File: src/hw/rtl/rtht_pkg.sv
`timescale 1ns / 1ps

package rtht_pkg;

  localparam int NUM_BUCKETS_DEF = 512;
  localparam int WAYS_DEF        = 4;
  localparam int STAMP_BITS_DEF  = 24;

  localparam int HASH_BITS = 64;
  localparam int TAG_BITS  = 32;
  localparam int FOLD_BITS = 16;
  localparam int REP_BITS  = 8;

  function automatic logic [TAG_BITS-1:0] fold_tag(input logic [HASH_BITS-1:0] h);
    fold_tag = h[TAG_BITS-1:0] ^ h[HASH_BITS-1:TAG_BITS];
  endfunction

  function automatic logic [FOLD_BITS-1:0] fold_short(input logic [TAG_BITS-1:0] t);
    fold_short = t[FOLD_BITS-1:0] ^ t[TAG_BITS-1:FOLD_BITS];
  endfunction

endpackage

File: src/hw/rtl/rtht_way_pick.sv
`timescale 1ns / 1ps

module rtht_way_pick
  import rtht_pkg::*;
#(
  parameter int WAYS       = WAYS_DEF,
  parameter int STAMP_BITS = STAMP_BITS_DEF,
  parameter int ENT_W      = TAG_BITS + STAMP_BITS + REP_BITS,
  parameter int ROW_W      = WAYS * ENT_W
) (
  input  logic [ROW_W-1:0]      row,
  input  logic [TAG_BITS-1:0]   tag,
  input  logic [STAMP_BITS-1:0] seq,
  output logic [ROW_W-1:0]      new_row,
  output logic [REP_BITS-1:0]   repeat_count
);

  localparam int WAY_W = (WAYS > 1) ? $clog2(WAYS) : 1;

  logic [ENT_W-1:0]      ent;
  logic [TAG_BITS-1:0]   e_tag;
  logic [STAMP_BITS-1:0] e_stamp;
  logic [REP_BITS-1:0]   e_rep;
  logic [STAMP_BITS-1:0] age;
  logic [STAMP_BITS-1:0] oldest;
  logic [WAY_W-1:0]      victim;
  logic [WAY_W-1:0]      hit_way;
  logic                  hit;
  logic [REP_BITS-1:0]   hit_rep;

  always_comb begin
    hit     = 1'b0;
    hit_way = '0;
    hit_rep = '0;
    oldest  = '0;
    victim  = '0;
    for (int w = 0; w < WAYS; w++) begin
      ent     = row[w*ENT_W +: ENT_W];
      e_tag   = ent[ENT_W-1 -: TAG_BITS];
      e_stamp = ent[REP_BITS +: STAMP_BITS];
      e_rep   = ent[REP_BITS-1:0];
      age     = seq - e_stamp;
      if (!hit && e_tag == tag) begin
        hit     = 1'b1;
        hit_way = WAY_W'(w);
        hit_rep = e_rep + 8'd1;
      end
      if (age > oldest) begin
        oldest = age;
        victim = WAY_W'(w);
      end
    end

    new_row = row;
    for (int w = 0; w < WAYS; w++) begin
      ent = row[w*ENT_W +: ENT_W];
      if (hit && hit_way == WAY_W'(w)) begin
        new_row[w*ENT_W +: ENT_W] = {ent[ENT_W-1 -: TAG_BITS], seq, hit_rep};
      end else if (!hit && victim == WAY_W'(w)) begin
        new_row[w*ENT_W +: ENT_W] = {tag, seq, {REP_BITS{1'b0}}};
      end
    end

    repeat_count = hit ? hit_rep : '0;
  end

endmodule

File: config.mk
export PLATFORM = sky130hd
export DESIGN_NAME = rtht_way_pick
export DESIGN_NICKNAME = d
export VERILOG_FILES = /design/src/hw/rtl/rtht_pkg.sv /design/src/hw/rtl/rtht_way_pick.sv
export SDC_FILE = /design/constraint.sdc
export NUM_CORES = 1
export LEC_CHECK = 0
export ABC_AREA = 1
export BUFFER_PORTS_ARGS = -buffer_cell sky130_fd_sc_hd__buf_2
export CORE_UTILIZATION = 25
export DETAILED_ROUTE_END_ITERATION = 10
export PLACE_DENSITY_LB_ADDON = 0.05
export RECOVER_POWER = 50
export SYNTH_ARGS = -nofsm -noshare
export SYNTH_HDL_FRONTEND = slang
export SYNTH_SLANG_ARGS = --single-unit
File: constraint.sdc
create_clock -name vclk -period 16.8
set_input_delay 1.68 -clock vclk [all_inputs]
set_output_delay 1.68 -clock vclk [all_outputs]
set_load 0.05 [all_outputs]
==> metrics <==
status finished with violations; failing checks capacitance limit, slew limit; clock share of power 0%; leading area contributor after synthesis nand2_1; RSZ-0062 raised after global routing false; Crit path buffers/inverters 8; relative slew slack -86.9%; post-CTS setup buffers 0; fmax 71.0 MHz; critical path's slowest cell clkbuf_2; ratio of final minimum period to clock period about 84%; Pint around 0.00072 W; register area 0 µm²; # DRC 0; Worst EP required between 15 and 20 ns; Cell variety after synth between 40 and 50; CP peak stage delay roughly 1.3 ns; setup TNS 0 ns; Leakage ~9.4 nW; Rows between 80 and 90; WHS Endpoint new_row[195]; DR pass1 iterations 5; Routed WL per cell around 20 µm; Port Buffers approximately 580; synth top area cells nand2_1 23%, ha_1 16%, inv_1 8.6%; Die H ~230 µm; register area share after synthesis 0%; crit-path leading delay family simple AND/OR/NAND/NOR gates; Syn Area/Cell around 5.3 µm²; gpl congestion about 0.97; layout cells sized above 1 16.5%; post-CTS resize count 0; Period minus WS final 14.09 ns; fin nets approximately 3.5k; clock buffer count 0; CP max FO 72; sequential power share 0%; via count 18.0k; maxcap violations 4; initial antenna violation count 12; Final setup viols 0; Slew Viols, Final 195; Tightest Pin Transition 2.80 ns; aggregate routed wire length ~72 mm; grt ovf 0; Fillers around 6.2k; I/O pin total roughly 580; syn nets between 2k and 3k; Worst setup SP type input pin; switching power approximately 0.0029 W; ANT nets after route 0; Net Sw Frac 80.2%; starting DRC count in detailed routing about 850; largest net degree at the start of global routing 73; Starting Density around a quarter; VDD IR max about 0.26 mV; WHS Path Cells 4; PD cells about 220 nW/µm²; crit end category output port; Hold Crit Start row[195]; GRT Resource Usage Total about 25%; CP dominant cell by count nand2_1; Mapped Cells roughly 2.5k; combinational cell fraction of total power between 90% and 100%; CP arrival approximately 12 ns; chip width 233 µm; Layout area overhead 23.8%; Final Hold Fails 0; sequential cell count 0; post-cts hold buffer count 0; post-synthesis cell area approximately 13,000 µm²; DIE AREA approximately 54,000 µm²; number of global-route vias before repair approximately 17k; Core ar. 52,700 µm²; final hold slack 3.77 ns; first-pass GRT wire length 105 mm; HPWL Detailed 63.8 mm; Ys Warns 0; DR vias/cell just under 5; WS Path Type input pin to output port; worst min path class input pin to output port; top cell type's share of synthesized area between 20 and 25%
==> power by group through the flow <==
stage	logic, W	clock network [W]	registers [W]
6_report	0.00364	0.0000000000321	0
5_1_grt	0.00389	0.0000000000160	0
4_1_cts	0.00372	0	0
3_5_place_dp	0.00370	0	0
3_3_place_gp	0.00370	0	0
2_1_floorplan	0.00283	0	0
==> kinds of logic after synthesis <==
logic type,Yosys count,synth area share [%]
buf+inv,409,12.6
compound gates,426,16.9
simple gates,1314,41.7
xor+xnor,190,12.5
fa+ha+maj,172,16.4
mux,1,0.0750
==> Yosys cell counts (16+ instances only) <==
| master | number |
|---|---|
| xnor2_1 | 115 |
| nand3_1 | 206 |
| a21oi_1 | 132 |
| nand2_1 | 824 |
| clkbuf_1 | 24 |
| nand4_1 | 46 |
| buf_4 | 16 |
| o21ai_1 | 37 |
| buf_2 | 37 |
| nor3_1 | 23 |
| o21ai_0 | 210 |
| nor2_1 | 154 |
| xor2_1 | 75 |
| inv_1 | 306 |
| ha_1 | 168 |
==> worst max-delay path by stage <==
stage,from,end,slack [ns],depth (start not counted)
after CTS,seq[1],new_row[8],4.11,48
final,seq[1],new_row[112],2.71,47
after detailed placement,seq[1],new_row[8],4.16,48
after global placement,seq[1],new_row[8],4.06,48
after global routing,seq[1],new_row[251],1.49,46
after floorplan,seq[0],new_row[200],6.29,49
==> per-stage QoR <==
stage	power [W]	instance area (µm²)	util, %	setup WS [ns]	std cells
final	0.00364	16500	31.4	2.71	3701
after global routing	0.00389	16500	31.4	1.49	3699
after CTS	0.00372	16700	31.7	4.11	3697
after detailed placement	0.00370	16700	31.7	4.16	3697
after global placement	0.00370	16700	31.7	4.06	3697
after floorplan	0.00283	13300	-	6.29	2512
==> area by class of cell <==
| type | instances | area (µm²) | share of cell area (%) |
|---|---|---|---|
| well taps | 688 | 861 | 5.21 |
| repair buffers | 586 | 2800 | 17.0 |
| inverters | 320 | 1200 | 7.27 |
| multi-input cells | 2103 | 11600 | 70.5 |
| diodes | 4 | 10.0 | 0.0606 |
==> cells in the final DEF (no fill, tap or decap), types with 8 or more instances in the layout <==
cell type	n
nand2_1	828
inv_1	306
nand3b_1	11
nand4_1	46
nor3_1	23
a21oi_1	132
xnor2_1	115
clkbuf_1	119
o21bai_1	11
nor2_1	154
and2_1	8
buf_2	458
nand3_1	206
inv_2	12
or2_2	10
a21o_1	12
xor2_1	75
o21ai_0	211
ha_1	168
or2_0	11
o21ai_1	36
buf_4	8
==> layer usage <==
layer	track usage [%]	part of all wire, %
met1	33.3	46
met3	1.69	4.4
met5	0	0.091
met4	3.49	1.6
met2	45.9	48
Power figures use the tool's default switching activity.
